**src/design/spq_pkg.sv**
```systemverilog
// ----------------------------------------------------------------------------
// spq_pkg
// Shared types and constants for the sorted priority queue: the stored entry
// layout, request opcodes and result status codes.
// ----------------------------------------------------------------------------
package spq_pkg;

   localparam int DEPTH_DEFAULT = 16;

   localparam int DATA_W = 32;
   localparam int PRIO_W = 16;
   localparam int OCC_W  = 5;

   // one stored entry: priority on top, data word below
   typedef struct packed {
      logic [PRIO_W-1:0] prio;
      logic [DATA_W-1:0] data;
   } entry_type;

   typedef enum logic {
      OP_INSERT = 1'b0,
      OP_REMOVE = 1'b1
   } opcode_type;

   typedef enum logic [1:0] {
      ST_DONE  = 2'd0,
      ST_FULL  = 2'd1,
      ST_EMPTY = 2'd2
   } status_type;

endpackage

```
**src/design/sorted_priority_queue_core.sv**
```systemverilog
// ----------------------------------------------------------------------------
// sorted_priority_queue_core
// Bounded priority queue held in a sorted circular store.
// ----------------------------------------------------------------------------
// Each request word gives exactly one response word. A remove reads the
// head slot, then latches the entry and advances the head, then loads the
// response register. An insert into an empty queue writes the head slot;
// a refused request goes straight to the response step. Any other insert
// walks from the rear: the store has one write port and a registered read,
// so held entries of lower priority move back one slot per cycle. A new
// request is taken while the previous response still waits.
// Larger priority leaves first; equal priorities leave in arrival order.
// ----------------------------------------------------------------------------
module sorted_priority_queue_core #(
   parameter int DEPTH = spq_pkg::DEPTH_DEFAULT
) (
   input  logic                              clock,
   input  logic                              reset,
   input  logic                              req_valid,
   output logic                              req_ready,
   input  logic                              req_opcode,
   input  logic signed [spq_pkg::DATA_W-1:0] req_data_in,
   input  logic [spq_pkg::PRIO_W-1:0]        req_priority_in,
   output logic                              rsp_valid,
   input  logic                              rsp_ready,
   output logic [1:0]                        rsp_status,
   output logic                              rsp_out_valid,
   output logic signed [spq_pkg::DATA_W-1:0] rsp_out_data,
   output logic [spq_pkg::PRIO_W-1:0]        rsp_out_priority,
   output logic [spq_pkg::OCC_W-1:0]         rsp_occupancy
);
   import spq_pkg::*;

   localparam int AW = $clog2(DEPTH);

   logic          mem_wr_en;
   logic [AW-1:0] mem_wr_addr;
   entry_type     mem_wr_entry;
   logic          mem_rd_en;
   logic [AW-1:0] mem_rd_addr;
   entry_type     mem_rd_entry;

   spq_store #(
      .DEPTH (DEPTH)
   ) u_store (
      .clock    (clock),
      .wr_en    (mem_wr_en),
      .wr_addr  (mem_wr_addr),
      .wr_entry (mem_wr_entry),
      .rd_en    (mem_rd_en),
      .rd_addr  (mem_rd_addr),
      .rd_entry (mem_rd_entry)
   );

   spq_ctrl #(
      .DEPTH (DEPTH)
   ) u_ctrl (
      .clock            (clock),
      .reset            (reset),
      .req_valid        (req_valid),
      .req_ready        (req_ready),
      .req_opcode       (req_opcode),
      .req_data_in      (req_data_in),
      .req_priority_in  (req_priority_in),
      .rsp_valid        (rsp_valid),
      .rsp_ready        (rsp_ready),
      .rsp_status       (rsp_status),
      .rsp_out_valid    (rsp_out_valid),
      .rsp_out_data     (rsp_out_data),
      .rsp_out_priority (rsp_out_priority),
      .rsp_occupancy    (rsp_occupancy),
      .mem_wr_en        (mem_wr_en),
      .mem_wr_addr      (mem_wr_addr),
      .mem_wr_entry     (mem_wr_entry),
      .mem_rd_en        (mem_rd_en),
      .mem_rd_addr      (mem_rd_addr),
      .mem_rd_entry     (mem_rd_entry)
   );

endmodule

```
**src/design/spq_store.sv**
```systemverilog
// ----------------------------------------------------------------------------
// spq_store
// Entry memory: one write port, one read port, registered read data.
// ----------------------------------------------------------------------------
module spq_store #(
   parameter int DEPTH = spq_pkg::DEPTH_DEFAULT,
   localparam int AW = $clog2(DEPTH)
) (
   input  logic                clock,
   input  logic                wr_en,
   input  logic [AW-1:0]       wr_addr,
   input  spq_pkg::entry_type  wr_entry,
   input  logic                rd_en,
   input  logic [AW-1:0]       rd_addr,
   output spq_pkg::entry_type  rd_entry
);
   import spq_pkg::*;

   entry_type mem [DEPTH];
   entry_type rd_entry_ff;

   always_ff @(posedge clock) begin
      if (wr_en) begin
         mem[wr_addr] <= wr_entry;
      end
      if (rd_en) begin
         rd_entry_ff <= mem[rd_addr];
      end
   end

   assign rd_entry = rd_entry_ff;

endmodule

```
**src/design/spq_ctrl.sv**
```systemverilog
// ----------------------------------------------------------------------------
// spq_ctrl
// Queue sequencer. The store is a circular buffer addressed from a head
// pointer; a remove reads the head and advances it, an insert walks from the
// rear toward the front, moving lower-priority entries back one slot a cycle.
// Also holds the result output register.
// ----------------------------------------------------------------------------
module spq_ctrl #(
   parameter int DEPTH = spq_pkg::DEPTH_DEFAULT,
   localparam int AW = $clog2(DEPTH),
   localparam int CW = $clog2(DEPTH + 1)
) (
   input  logic                         clock,
   input  logic                         reset,
   input  logic                         req_valid,
   output logic                         req_ready,
   input  logic                         req_opcode,
   input  logic signed [spq_pkg::DATA_W-1:0] req_data_in,
   input  logic [spq_pkg::PRIO_W-1:0]   req_priority_in,
   output logic                         rsp_valid,
   input  logic                         rsp_ready,
   output logic [1:0]                   rsp_status,
   output logic                         rsp_out_valid,
   output logic signed [spq_pkg::DATA_W-1:0] rsp_out_data,
   output logic [spq_pkg::PRIO_W-1:0]   rsp_out_priority,
   output logic [spq_pkg::OCC_W-1:0]    rsp_occupancy,
   output logic                         mem_wr_en,
   output logic [AW-1:0]                mem_wr_addr,
   output spq_pkg::entry_type           mem_wr_entry,
   output logic                         mem_rd_en,
   output logic [AW-1:0]                mem_rd_addr,
   input  spq_pkg::entry_type           mem_rd_entry
);
   import spq_pkg::*;

   localparam logic [AW:0]   DEPTH_W = (AW+1)'(DEPTH);
   localparam logic [CW-1:0] DEPTH_C = CW'(DEPTH);

   typedef enum logic [2:0] {
      S_IDLE,
      S_SHIFT,
      S_PLACE,
      S_POP,
      S_RESP
   } state_type;

   state_type          state_ff, state_in;
   logic [CW-1:0]      count_ff, count_in;
   logic [AW-1:0]      head_ff, head_in;
   logic [CW-1:0]      pos_ff, pos_in;
   entry_type          item_ff, item_in;
   status_type         res_status_ff, res_status_in;
   logic               res_valid_ff, res_valid_in;
   entry_type          res_entry_ff, res_entry_in;
   logic               rsp_valid_ff, rsp_valid_in;
   status_type         rsp_status_ff, rsp_status_in;
   logic               rsp_out_valid_ff, rsp_out_valid_in;
   entry_type          rsp_entry_ff, rsp_entry_in;
   logic [OCC_W-1:0]   rsp_occ_ff, rsp_occ_in;

   // logical position -> physical slot, wrapping at DEPTH
   function automatic logic [AW-1:0] phys(input logic [AW-1:0] hd,
                                          input logic [CW-1:0] lg);
      logic [AW:0] sum;
      sum = {1'b0, hd} + (AW+1)'(lg);
      if (sum >= DEPTH_W) begin
         sum = sum - DEPTH_W;
      end
      return sum[AW-1:0];
   endfunction

   always_comb begin
      state_in         = state_ff;
      count_in         = count_ff;
      head_in          = head_ff;
      pos_in           = pos_ff;
      item_in          = item_ff;
      res_status_in    = res_status_ff;
      res_valid_in     = res_valid_ff;
      res_entry_in     = res_entry_ff;
      rsp_status_in    = rsp_status_ff;
      rsp_out_valid_in = rsp_out_valid_ff;
      rsp_entry_in     = rsp_entry_ff;
      rsp_occ_in       = rsp_occ_ff;
      rsp_valid_in     = rsp_valid_ff && !rsp_ready;
      mem_wr_en        = 1'b0;
      mem_wr_addr      = head_ff;
      mem_wr_entry     = item_ff;
      mem_rd_en        = 1'b0;
      mem_rd_addr      = head_ff;

      unique case (state_ff)
         S_IDLE: begin
            if (req_valid) begin
               item_in.prio  = req_priority_in;
               item_in.data  = req_data_in;
               res_status_in = ST_DONE;
               res_valid_in  = 1'b0;
               res_entry_in  = '0;
               if (opcode_type'(req_opcode) == OP_INSERT) begin
                  if (count_ff == DEPTH_C) begin
                     res_status_in = ST_FULL;
                     state_in      = S_RESP;
                  end else if (count_ff == '0) begin
                     mem_wr_en         = 1'b1;
                     mem_wr_addr       = head_ff;
                     mem_wr_entry.prio = req_priority_in;
                     mem_wr_entry.data = req_data_in;
                     count_in          = count_ff + CW'(1);
                     state_in          = S_RESP;
                  end else begin
                     mem_rd_en   = 1'b1;
                     mem_rd_addr = phys(head_ff, count_ff - CW'(1));
                     pos_in      = count_ff;
                     state_in    = S_SHIFT;
                  end
               end else begin
                  if (count_ff == '0) begin
                     res_status_in = ST_EMPTY;
                     state_in      = S_RESP;
                  end else begin
                     mem_rd_en   = 1'b1;
                     mem_rd_addr = head_ff;
                     state_in    = S_POP;
                  end
               end
            end
         end
         S_SHIFT: begin
            // read word holds the entry at pos-1
            if (mem_rd_entry.prio < item_ff.prio) begin
               mem_wr_en    = 1'b1;
               mem_wr_addr  = phys(head_ff, pos_ff);
               mem_wr_entry = mem_rd_entry;
               pos_in       = pos_ff - CW'(1);
               if (pos_ff == CW'(1)) begin
                  state_in = S_PLACE;
               end else begin
                  mem_rd_en   = 1'b1;
                  mem_rd_addr = phys(head_ff, pos_ff - CW'(2));
               end
            end else begin
               mem_wr_en   = 1'b1;
               mem_wr_addr = phys(head_ff, pos_ff);
               count_in    = count_ff + CW'(1);
               state_in    = S_RESP;
            end
         end
         S_PLACE: begin
            mem_wr_en   = 1'b1;
            mem_wr_addr = phys(head_ff, pos_ff);
            count_in    = count_ff + CW'(1);
            state_in    = S_RESP;
         end
         S_POP: begin
            res_valid_in = 1'b1;
            res_entry_in = mem_rd_entry;
            head_in      = phys(head_ff, CW'(1));
            count_in     = count_ff - CW'(1);
            state_in     = S_RESP;
         end
         S_RESP: begin
            if (!rsp_valid_ff || rsp_ready) begin
               rsp_valid_in     = 1'b1;
               rsp_status_in    = res_status_ff;
               rsp_out_valid_in = res_valid_ff;
               rsp_entry_in     = res_entry_ff;
               rsp_occ_in       = OCC_W'(count_ff);
               state_in         = S_IDLE;
            end
         end
         default: begin
            state_in = S_IDLE;
         end
      endcase
   end

   always_ff @(posedge clock) begin
      if (reset) begin
         state_ff     <= S_IDLE;
         count_ff     <= '0;
         head_ff      <= '0;
         rsp_valid_ff <= 1'b0;
      end else begin
         state_ff     <= state_in;
         count_ff     <= count_in;
         head_ff      <= head_in;
         rsp_valid_ff <= rsp_valid_in;
      end
      pos_ff           <= pos_in;
      item_ff          <= item_in;
      res_status_ff    <= res_status_in;
      res_valid_ff     <= res_valid_in;
      res_entry_ff     <= res_entry_in;
      rsp_status_ff    <= rsp_status_in;
      rsp_out_valid_ff <= rsp_out_valid_in;
      rsp_entry_ff     <= rsp_entry_in;
      rsp_occ_ff       <= rsp_occ_in;
   end

   assign req_ready        = (state_ff == S_IDLE);
   assign rsp_valid        = rsp_valid_ff;
   assign rsp_status       = rsp_status_ff;
   assign rsp_out_valid    = rsp_out_valid_ff;
   assign rsp_out_data     = rsp_entry_ff.data;
   assign rsp_out_priority = rsp_entry_ff.prio;
   assign rsp_occupancy    = rsp_occ_ff;

   a_count_bound : assert property (@(posedge clock) disable iff (reset)
      count_ff <= DEPTH_C)
      else $error("entry count above depth");

   a_no_rw_clash : assert property (@(posedge clock) disable iff (reset)
      !(mem_wr_en && mem_rd_en && (mem_wr_addr == mem_rd_addr)))
      else $error("read and write hit the same slot");

   a_shift_pos : assert property (@(posedge clock) disable iff (reset)
      (state_ff == S_SHIFT) |-> (pos_ff != '0))
      else $error("shift walk ran past the front");

   a_pop_count : assert property (@(posedge clock) disable iff (reset)
      (state_ff == S_POP) |=> (count_ff == $past(count_ff) - CW'(1)))
      else $error("remove did not drop the count");

endmodule
```
**config.mk**
```make
export PLATFORM = sky130hd
export DESIGN_NAME = sorted_priority_queue_core
export DESIGN_NICKNAME = d
export VERILOG_FILES = /design/src/design/spq_pkg.sv /design/src/design/sorted_priority_queue_core.sv /design/src/design/spq_store.sv /design/src/design/spq_ctrl.sv
export SDC_FILE = /design/constraint.sdc
export NUM_CORES = 1
export LEC_CHECK = 0
export ABC_CLOCK_PERIOD_IN_PS = 6800
export BUFFER_PORTS_ARGS = -buffer_cell sky130_fd_sc_hd__buf_2
export CAP_MARGIN = 20
export CORE_ASPECT_RATIO = 0.75
export CORE_UTILIZATION = 29
export DETAILED_ROUTE_END_ITERATION = 8
export PLACE_DENSITY = 0.56
export SYNTH_ARGS = -nofsm -noshare
export SYNTH_HDL_FRONTEND = slang
export SYNTH_HIERARCHICAL = 1
export SYNTH_SLANG_ARGS = --single-unit
```
**constraint.sdc**
```tcl
create_clock -name clock -period 6.8 [get_ports clock]
set_input_delay 0.68 -clock clock [delete_from_list [all_inputs] [get_ports clock]]
set_output_delay 0.68 -clock clock [all_outputs]
set_load 0.05 [all_outputs]
```
## Word level (Yosys, flattened, before mapping)

Memories as Yosys holds them, arrays and structs flattened. A register that Yosys moved wholly into a read port is not among the register bits.
Cells that the tools add are included.

- Bits in writable memories: 768
- Memories kept: 1
- Input bits: 53
- Register bits after elaboration: 173
- Output and inout port bits: 58

- Order comparisons: 5
- $add $sub $neg: 12
- Eq/ne operators: 15
- Multiplexer cells: 62
- Reductions and logical operators: 17

Memory list:

| memory | words | width | rd ports | clocked after memory_dff | wr ports | RTL line | RTL |
|---|---|---|---|---|---|---|---|
| u_store.mem | 16 | 48 | 1 | 1 | 1 | spq_store.sv:19 | `entry_type mem [DEPTH];` |

Operator list:

| operator | number |
|---|---|
| $mux 48 | 6 |
| $pmux 48 s2 | 2 |
| $mux 5 | 10 |
| $mux 4 | 11 |
| $mux 3 | 8 |
| $ge 5x5->1 const B | 4 |
| $pmux 5 s4 | 1 |
| $lt 16x16->1 | 1 |
| $mux 1 | 16 |
| $sub 4x1->4 const B | 4 |
| $add 4x5->5 | 3 |
| $pmux 3 s4 | 1 |
| $reduce_and 6->1 | 2 |
| $ne 2x2->1 const B | 5 |
| $pmux 5 s2 | 1 |
| $sub 5x1->5 const B | 2 |
| $pmux 4 s2 | 1 |
| $eq 3x2->1 const B | 2 |
| $ne 2x1->1 const B | 3 |
| $pmux 1 s2 | 3 |
| $reduce_and 2->1 | 3 |
| $add 4x1->5 const B | 1 |
| $add 5x1->5 const B | 1 |
| $eq 5x1->1 const B | 1 |
| other kinds (15) | 19 |

## Logic depth before layout (Yosys ltp)

Gate-level depths: netlist of run 1.

- Depth after elaboration: 9
- Gate-level depth with buffers: 17

## Cells and area by module

Netlist of run 1, hierarchy kept.

By module, submodules not included:

| module | cells an instance | instances | area an instance (sq um) |
|---|---|---|---|
| spq_store | 1242 | 1 | 30171.4 |
| spq_ctrl | 572 | 1 | 7796.2 |

## Worst setup path before layout of run 1

No wires, ideal clock.

- Path type: input -> register
- Start: input rsp_ready
- End: register u_ctrl.rsp_occ_ff[0] (netlist: u_ctrl/rsp_occupancy[0]) (enable)
- Arrival: 6.056 ns
- Required time: 6.192 ns
- Stages: 2
- Library setup time: 0.608 ns
- Setup slack: 0.136 ns
- Cells stage by stage: nor2b_1 -> nor4_1

- Cells in the longest elaborated chain, start to end: 2

RTL lines:

| what | RTL line | RTL |
|---|---|---|
| start: declaration | sorted_priority_queue_core.sv:25 | `input logic rsp_ready,` |
| $logic_or 1x1->1 | spq_ctrl.sv:163 | `if (!rsp_valid_ff \|\| rsp_ready) begin` |
| $reduce_and 2->1 (no source line) | -- |  |
| end signal: assignment | spq_ctrl.sv:198 | `rsp_occ_ff <= rsp_occ_in;` |
| end: declaration | spq_ctrl.sv:59 | `logic [OCC_W-1:0] rsp_occ_ff, rsp_occ_in;` |

Every way passes these cells.
A chain may end at the register's enable or synchronous reset.

## Worst setup path after layout of run 1

- Start: register u_ctrl.head_ff[1]
- End: register, netlist name u_store/rd_entry[27]

- Cells in the longest elaborated chain, start to end: 8
- Elaborated cells on any way between the ends: 15
- Classes of those cells: add/sub (4); order compare (2); mux (9)

RTL lines:

| what | RTL line | RTL |
|---|---|---|
| start: declaration | spq_ctrl.sv:49 | `logic [AW-1:0] head_ff, head_in;` |
| start signal: assignment | spq_ctrl.sv:187 | `head_ff <= head_in;` |
| $add 4x5->5 | spq_ctrl.sv:65 | `sum = {1'b0, hd} + (AW+1)'(lg);` |
| $sub 4x1->4 or $ge 5x5->1 (tied branches) | spq_ctrl.sv:67, spq_ctrl.sv:66 |  |
| $mux 4 | spq_ctrl.sv:66 | `if (sum >= DEPTH_W) begin` |
| $mux 4 | spq_ctrl.sv:104 | `end else if (count_ff == '0) begin` |
| $mux 4 | spq_ctrl.sv:101 | `if (count_ff == DEPTH_C) begin` |
| $mux 4 | spq_ctrl.sv:100 | `if (opcode_type'(req_opcode) == OP_INSERT) begin` |
| $mux 4 | spq_ctrl.sv:94 | `if (req_valid) begin` |
| $pmux 4 s2 * | spq_ctrl.sv:92 | `unique case (state_ff)` |
| via mem_rd_addr[3] | sorted_priority_queue_core.sv:40 | `logic [AW-1:0] mem_rd_addr;` |

Mark *: on every way through the listed nets, which the timed path passes. The rest lies on a longest branch.

==> results of run 1 <==
==> registers in the layout (all words and copies together) (netlist names), 3 cells and up <==
name	cells
u_ctrl/item_ff	48
u_ctrl/state_ff	3
u_ctrl/pos_ff	5
u_store/mem	768
u_store/rd_entry	48
u_ctrl/res_entry_ff	48
u_ctrl/rsp_occupancy	5
u_ctrl/rsp_out_priority	16
u_ctrl/rsp_out_data	32
u_ctrl/count_ff	5
u_ctrl/head_ff	4
==> per-stage QoR <==
stage	power, W	area (um^2)
floorplan	0.01170	37970
global placement	0.01311	40960
detailed placement	0.01326	40960
CTS	0.01889	44350
global route	0.01944	44350
finish	0.01865	44350
==> synthesized netlist by cell type, drive strengths merged (4+ instances only) <==
master   count  area, um^2
edfxtp     976       29310
mux4       192        4324
a22oi      111       833.3
nand2       66       247.7
and2        50       315.3
clkbuf      49       183.9
buf         45       261.5
nor2        42       162.6
a21o        37       277.8
inv         35       131.4
a22o        33       289.0
ha          30       375.4
a21oi       22       110.1
o31ai       15       112.6
dfxtp       13       260.3
xnor2       11       96.34
nor3         9       45.04
xor2         7       61.31
nand2b       6       37.54
nor2b        6       37.54
nand4        5       31.28
o21ai        5       25.02
a2111oi      4       41.29
mux2         4       45.04
nand3        4       20.02
nand3b       4       30.03
==> area by class of cell <==
type	instances	share of cell area (%)
diodes	3	0.01693
clock buffers	120	6.051
clock inverters	70	1.591
inverters	35	0.2962
multi-input cells	696	18.05
flip-flops and latches	989	66.66
well taps	1740	4.908
repair buffers	170	2.426
==> placed cells by master, fill, tap and decap left out, types with 4 or more instances in the layout <==
cell type,n
clkbuf_1,15
nor3_2,4
ha_1,30
bufinv_16,11
xnor2_1,11
buf_4,54
nand2_1,65
clkinv_2,21
edfxtp_1,976
nand2b_1,6
a22o_1,33
nand4_1,5
nor2b_1,4
a21o_1,37
mux2_2,4
nor3_1,5
clkbuf_16,105
a21oi_1,22
nor2_1,26
xor2_1,7
clkinv_4,5
clkinv_1,23
nand3b_1,4
and2_1,48
o31ai_1,15
mux4_2,192
buf_12,6
o21ai_0,5
a22oi_1,111
buf_2,110
nand3_1,4
clkinvlp_4,4
nor2_4,15
dfxtp_1,13
inv_1,33
==> power breakdown <==
part           switching [W]  internal [W]
Combinational        0.00293       0.00156
Clock                0.00234       0.00325
Sequential          0.000262       0.00830
==> cells by family after synthesis <==
| logic type | Yosys count | synth area share (%) |
|---|---|---|
| fa+ha+maj | 33 | 1.147 |
| compound gates | 241 | 4.755 |
| flops | 989 | 77.88 |
| simple gates | 208 | 2.778 |
| mux | 196 | 11.51 |
| buf+inv | 129 | 1.519 |
| xor+xnor | 18 | 0.4152 |
==> final timing paths <==
kind,from,slack (ns),to,cells past startpoint
setup / recovery,u_ctrl/head_ff[1],1.79,u_store/rd_entry[27],16
hold / removal,req_priority_in[12],0.20,u_ctrl/item_ff[44],1
setup reg to reg,u_ctrl/head_ff[1],1.79,u_store/rd_entry[27],16
hold reg to reg,u_ctrl/res_entry_ff[43],0.41,u_ctrl/rsp_out_priority[11],0
==> layer usage <==
metal / vias to the layer above / track usage [%] / routed length [um]
met2: 576 / 23.25 / 45210
met4: 4 / 3.683 / 2075
met5: - / 0 / 21
met3: 136 / 2.253 / 5449
met1: 9865 / 18.67 / 39090
li1: 7900 / - / -
==> metrics.cfg, run 1 <==
[finish]
area_growth_pct=16.82
fin_nets=2081
fin_util_pct=34.28
multi_input_area_um2=8004
final_cells=3823
fillCellCount=12033
drive_gt1_share_pct=26.73
seqCellArea_um2=29570

[floorplan]
fp.dieArea_um2=132400
fp-row-count=114
die_w_um=419.8
start_util_pct=29.35
io_pins=111
die_h_um=315.4
core_um2=129400

[route]
wirelength_um=91850
ant_nets=0
wl_per_cell_um=24.02
first_pass_iters=5
vias=18481
drtIter0Drc=1838
viasPerCell=4.834
route.detailed.drc=0

[synth]
ys_dominant_reg_cell=edfxtp_1
yosysWarnings=6
synth_edf_count=976
syn_area_per_cell_um2=20.93
postSynthCellCount=1814
synth_seq_cells=989
netlist_area_um2=37970
yosysUniqueCellTypes=55
async_flop_share_pct=0
yosysSeqAreaShare_pct=77.88
syn_nets=1900

[timing]
fin_crit_ns=5.012
setup-violations-final=0
finalSetupTns_ns=0
tightest_slew_ns=1.111
clock.fmax_mhz=199.5
setup_slack_ns=1.788
rsz0062_at_grt=false
skew_ns=0.03382
whs_ns=0.2006
relSlewSlack_pct=25.91
hold_viol_final=0
fin_crit_sh_pct=73.71
slew_violations=0

[setup_path]
cp-start-kind=flop
cp-end-kind=flop
crit_required_ns=7.33
slowest_stage=nor2b_4
worstSetupPathType=flop to flop
crit_arrival_ns=5.54
crit_path_max_incr_delay_ns=0.65
path_max_fanout=19
critical_path.top_delay_family=simple AND/OR/NAND/NOR gates
path_common_cell=inv_1
crit_buf_inv=4
path_cells=inv_1, ha_1, inv_1, ha_1, inv_1, fa_1, xnor2_1, xnor2_1, a2111oi_0, nand3_1, a21oi_1, xor2_1, nor2b_4, buf_4, a22oi_1, nand2_1

[flow_run]
cap_violations=0

[placed_design]
numPlacedInstances=3630
io_buffer_count=110
place_congestion=0.7333
dp_slack_ns=1.806
hpwlAfterDp_um=48400

[pwr]
ir_drop_mv=0.2437
cellLeakagePower_nw=14.13
powerDensity_nw_per_um2=420.5

[cts]
cts_hold_buf=0
root_buffer=clkbuf_16
cts-htree-levels=3
cts_resized=0
cts_setup_buffers=0
numCtsBuffers=103
clkSlewWorstSetupHoldPaths_ns=0.06
cts_tree=yes
insertion_delay_ns=0.67
clockBufferDepth=3
cts.sinks=989

[global_routing]
grt_pass1_vias=19334
grt_pass1_wl_um=133400
antenna_found_initial=7
gr-total-overflow=0
track_usage_pct=13.85
grt_max_degree=64

[min_path]
min_path_type=input pin to flop

[status]
status=complete, no violations

Note: power is estimated with default switching activity, not from simulation.
==> run 2: changes to the inputs <==
--- a/config.mk
+++ b/config.mk
@@ -5,13 +5,13 @@
 export SDC_FILE = /design/constraint.sdc
 export NUM_CORES = 1
 export LEC_CHECK = 0
-export ABC_CLOCK_PERIOD_IN_PS = 6800
+export ABC_CLOCK_PERIOD_IN_PS = 5040
 export BUFFER_PORTS_ARGS = -buffer_cell sky130_fd_sc_hd__buf_2
 export CAP_MARGIN = 20
 export CORE_ASPECT_RATIO = 0.75
 export CORE_UTILIZATION = 29
 export DETAILED_ROUTE_END_ITERATION = 8
-export PLACE_DENSITY = 0.56
+export PLACE_DENSITY = 0.54
 export SYNTH_ARGS = -nofsm -noshare
 export SYNTH_HDL_FRONTEND = slang
 export SYNTH_HIERARCHICAL = 1
==> constraint.sdc (replaced) <==
create_clock -name clock -period 5.04 [get_ports clock]
set_input_delay 0.504 -clock clock [delete_from_list [all_inputs] [get_ports clock]]
set_output_delay 0.504 -clock clock [all_outputs]
set_load 0.05 [all_outputs]
==> metrics.cfg, run 2 (synthesis results as in run 1) <==
[setup_path]
path_max_fanout=12
crit_path_max_incr_delay_ns=0.53
crit_buf_inv=4
crit_required_ns=5.46
cp-start-kind=flop
path_cells=ha_1, nand4_1, nor2_1, buf_4, nand3b_1, buf_4, and3_1, a21boi_0, a221o_4, buf_4, buf_4, mux4_2, a22oi_1, nand2_1
critical_path.top_delay_family=compound AO/OA/AOI/OAI gates
slowest_stage=mux4_2
cp-end-kind=flop
path_common_cell=buf_4
crit_arrival_ns=4.71
worstSetupPathType=flop to flop

[cts]
clkSlewWorstSetupHoldPaths_ns=0.06
cts-htree-levels=3
cts_tree=yes
root_buffer=clkbuf_16
numCtsBuffers=103
clockBufferDepth=3
cts_setup_buffers=0
cts_resized=0
cts.sinks=989
insertion_delay_ns=0.69

[timing]
rsz0062_at_grt=false
skew_ns=0.03451
setup_slack_ns=0.7488
whs_ns=0.04221
slew_violations=0
hold_viol_final=0
fin_crit_sh_pct=85.14
tightest_slew_ns=1.118
relSlewSlack_pct=25.49
clock.fmax_mhz=233.0
fin_crit_ns=4.291
finalSetupTns_ns=0
setup-violations-final=0

[finish]
fillCellCount=12058
regMostFlops=u_store/mem
largest_reg_flops=768
area_growth_pct=18.41
fin_nets=2140
seqCellArea_um2=29570
layout_common_cells=edfxtp_1 (976), mux4_2 (192), a22oi_1 (111)
fin_area_um2=44960
layout_commonest_cell=edfxtp_1
drive_gt1_share_pct=26.92
multi_input_area_um2=8036

[pwr]
swShare_pct=30.36
seqPwrFrac_pct=46.3
clkPwrFrac_pct=28.5
intPower_w=0.01745
total_power_w=0.02506
power_frac_comb_pct=25.3
ir_drop_mv=0.3236
cellLeakagePower_nw=14.33
powerDensity_nw_per_um2=557.5
p_sw_w=0.007608

[floorplan]
die_h_um=315.4
io_pins=111
fp-row-count=114
start_util_pct=29.35
die_w_um=419.8
core_um2=129400
fp.dieArea_um2=132400

[flow_run]
cap_violations=0

[global_routing]
grt_max_degree=57
grt_pass1_vias=19797
grt_pass1_wl_um=137300
antenna_found_initial=2
gr-total-overflow=0
track_usage_pct=14.32

[route]
ant_nets=0
wl_per_cell_um=24.35
wirelength_um=94510
route.detailed.drc=0
drtIter0Drc=1541
viasPerCell=4.832
first_pass_iters=5
vias=18756

[placed_design]
post_dp_cell_area_um2=41470
place_congestion=0.7687
io_buffer_count=110
hpwlAfterDp_um=50920
dp_slack_ns=0.7706

[status]
status=complete, no violations

[min_path]
min_path_type=input pin to flop

-- run 2: routing by layer --
layer,up-vias,routed length [um],global-route usage [%],part of all wire [%]
met4,2,1739,3.633,1.8
met3,126,4847,2.443,5.1
met1,10115,41780,19.61,44
met5,-,13,0,0.014
li1,8015,-,-,-
met2,498,46130,23.68,49
-- run 2: final timing paths --
| kind | startpoint | end | slack [ns] | depth (start not counted) |
|---|---|---|---|---|
| min reg2reg | u_ctrl/res_entry_ff[36] | u_ctrl/rsp_out_priority[4] | 0.39 | 0 |
| max | u_store/rd_entry[44] | u_store/rd_entry[7] | 0.75 | 14 |
| max reg2reg | u_store/rd_entry[44] | u_store/rd_entry[7] | 0.75 | 14 |
| min | req_data_in[19] | u_ctrl/item_ff[19] | 0.04 | 1 |
-- run 2: final cells by class --
type                       instances  area share (%)
sequential                       989           65.77
multi-input combinational        696           17.88
clock buffer                     128           6.036
tap                             1740           4.842
timing repair buffer             229           4.163
clock inverter                    63           1.010
inverter                          35          0.2922
antenna                            2         0.01113
-- run 2: timing repair --
item,CTS,global route
hold buffers,31,0
endpoints found under the setup margin,0,0
hold endpoints to repair,31,0
-- run 2: per-stage QoR --
step	util, %	cells
6_report	34.75	3882
5_1_grt	34.75	3881
4_1_cts	34.75	3880
3_5_place_dp	32.06	3658
3_3_place_gp	32.06	3658
2_1_floorplan	-	1814
-- run 2: power groups by stage --
stage / sequential [W] / combinational (W) / clock, W
final: 0.0116 / 0.00634 / 0.00713
after global routing: 0.0117 / 0.00689 / 0.00762
after CTS: 0.0116 / 0.00645 / 0.00732
after detailed placement: 0.0118 / 0.00641 / 0
after global placement: 0.0118 / 0.00624 / 0
after floorplan: 0.0120 / 0.00379 / 0
==> run 3: changes to the inputs <==
--- a/config.mk
+++ b/config.mk
@@ -10,8 +10,9 @@
 export CAP_MARGIN = 20
 export CORE_ASPECT_RATIO = 0.75
 export CORE_UTILIZATION = 29
+export CTS_CLUSTER_DIAMETER = 120
 export DETAILED_ROUTE_END_ITERATION = 8
-export PLACE_DENSITY = 0.54
+export PLACE_DENSITY = 0.39
 export SYNTH_ARGS = -nofsm -noshare
 export SYNTH_HDL_FRONTEND = slang
 export SYNTH_HIERARCHICAL = 1
==> metrics.cfg, run 3 (synthesis results as in run 1) <==
[min_path]
min_to=u_ctrl/item_ff[20]
hp-start=req_data_in[20]
min_path_type=input pin to flop
holdPathStages=1

[timing]
setup-violations-final=0
clock.fmax_mhz=216.1
skew_ns=0.04169
fin_crit_sh_pct=91.80
whs_ns=0.06582
rsz0062_at_grt=false
finalSetupTns_ns=0
tightest_slew_ns=1.059
slew_violations=0
hold_viol_final=0
relSlewSlack_pct=29.37
fin_crit_ns=4.627

[finish]
drive_gt1_share_pct=27.14
regMostFlops=u_store/mem
layout_common_cells=edfxtp_1 (976), mux4_2 (192), a22oi_1 (111)
area_growth_pct=19.89
layout_commonest_cell=edfxtp_1
fillCellCount=12072
fin_nets=2159
largest_reg_flops=768
fin_area_um2=45520

[status]
status=complete, no violations

[cts]
insertion_delay_ns=0.71
cts.sinks=989
cts_tree=yes
clockBufferDepth=3
cts_resized=0
clkSlewWorstSetupHoldPaths_ns=0.06
root_buffer=clkbuf_16
numCtsBuffers=106
cts-htree-levels=3

[route]
route.detailed.drc=0
wirelength_um=105500
drtIter0Drc=1497
wl_per_cell_um=27.02
ant_nets=0
viasPerCell=4.822
vias=18824
first_pass_iters=5

[setup_path]
worstSetupPathType=flop to flop
cp-start-kind=flop
ff2ff_path_depth=16
path_max_fanout=41
crit_arrival_ns=5.18
rrSetupSlack_ns=0.41
reg2reg_from=u_ctrl/head_ff[1]
worstReg2RegEnd=u_store/rd_entry[44]
crit_required_ns=5.59
cp-end-kind=flop

[floorplan]
start_util_pct=29.35
die_h_um=315.4
core_um2=129400
fp-row-count=114
die_w_um=419.8
io_pins=111
fp.dieArea_um2=132400

[global_routing]
grt_pass1_vias=19967
grt_pass1_wl_um=150100
track_usage_pct=16.10
grt_max_degree=56
antenna_found_initial=4
gr-total-overflow=0

[pwr]
powerDensity_nw_per_um2=570.9
ir_drop_mv=0.2763
cellLeakagePower_nw=14.59

[placed_design]
hpwlAfterDp_um=55770
post_dp_cell_area_um2=41640
io_buffer_count=110
place_congestion=0.7203

[flow_run]
cap_violations=0

-- run 3: cell types whose count changed in the layout (fill, tap and decap cells not counted), moves of 3 or more --
cell	change
clkinv_1	-3
buf_12	+10
clkinvlp_4	-7
clkinv_2	+3
bufinv_16	+8
clkbuf_1	+3
clkbuf_16	+4
dlygate4sd3_1	+11
buf_4	-6
-- run 3: critical path, stage by stage (launching register included) --
cell and delay (ns):
dfxtp_1 0.56, inv_1 0.18, ha_1 0.34, inv_1 0.06
ha_1 0.13, inv_1 0.04, fa_1 0.37, xnor2_1 0.19
xnor2_1 0.14, a2111oi_0 0.36, nand3_1 0.26, a21oi_1 0.29
xor2_1 0.52, nor2b_4 0.29, buf_12 0.37, a22oi_1 0.18
nand2_1 0.14
-- run 3: final cells by class --
| cell class | count | area, um^2 | area share [%] |
|---|---|---|---|
| inverter | 35 | 131.4 | 0.2886 |
| sequential | 989 | 29570 | 64.96 |
| tap | 1740 | 2177 | 4.783 |
| clock buffer | 135 | 2825 | 6.207 |
| multi-input combinational | 696 | 8044 | 17.67 |
| timing repair buffer | 245 | 2141 | 4.703 |
| clock inverter | 63 | 629.4 | 1.383 |
| antenna | 1 | 2.502 | 0.005498 |
-- run 3: worst max path at each step --
| stage | start | end | cells past startpoint |
|---|---|---|---|
| after global routing | u_ctrl/head_ff[1] | u_store/rd_entry[47] | 16 |
| final | u_ctrl/head_ff[1] | u_store/rd_entry[44] | 16 |
| after global placement | u_store/rd_entry[33] | u_store/rd_entry[38] | 11 |
| after CTS | u_ctrl/head_ff[1] | u_store/rd_entry[45] | 16 |
| after detailed placement | u_ctrl/head_ff[1] | u_store/rd_entry[44] | 16 |
| after floorplan | u_ctrl/count_ff[0] | u_store/mem[1][0] | 7 |
-- run 3: layer usage --
| metal | up-vias | routed length (um) | track usage [%] |
|---|---|---|---|
| met5 | - | 0 | 0 |
| met4 | 0 | 1859 | 3.525 |
| met3 | 140 | 3938 | 2.732 |
| met2 | 381 | 49450 | 25.57 |
| met1 | 10250 | 50240 | 23.16 |
| li1 | 8053 | - | - |
-- run 3: power breakdown --
part / internal [W] / switching (W)
logic: 0.00237 / 0.00427
registers: 0.0112 / 0.000347
clock network: 0.00453 / 0.00328
-- run 3: repair_timing --
item / CTS / global route
endpoints found under the hold margin: 42 / 0
hold buffers: 42 / 0
buffers inserted: 0 / 0
-- run 3: stage by stage --
stage | total power, W | util (%) | cells | setup WS (ns)
floorplan | 0.01576 | - | 1814 | 0.4643
global placement | 0.01841 | 32.18 | 3662 | 0.3517
detailed placement | 0.01851 | 32.19 | 3663 | 0.4195
CTS | 0.02644 | 35.18 | 3903 | 0.4021
global route | 0.02721 | 35.18 | 3904 | 0.1123
finish | 0.02599 | 35.18 | 3904 | 0.4134
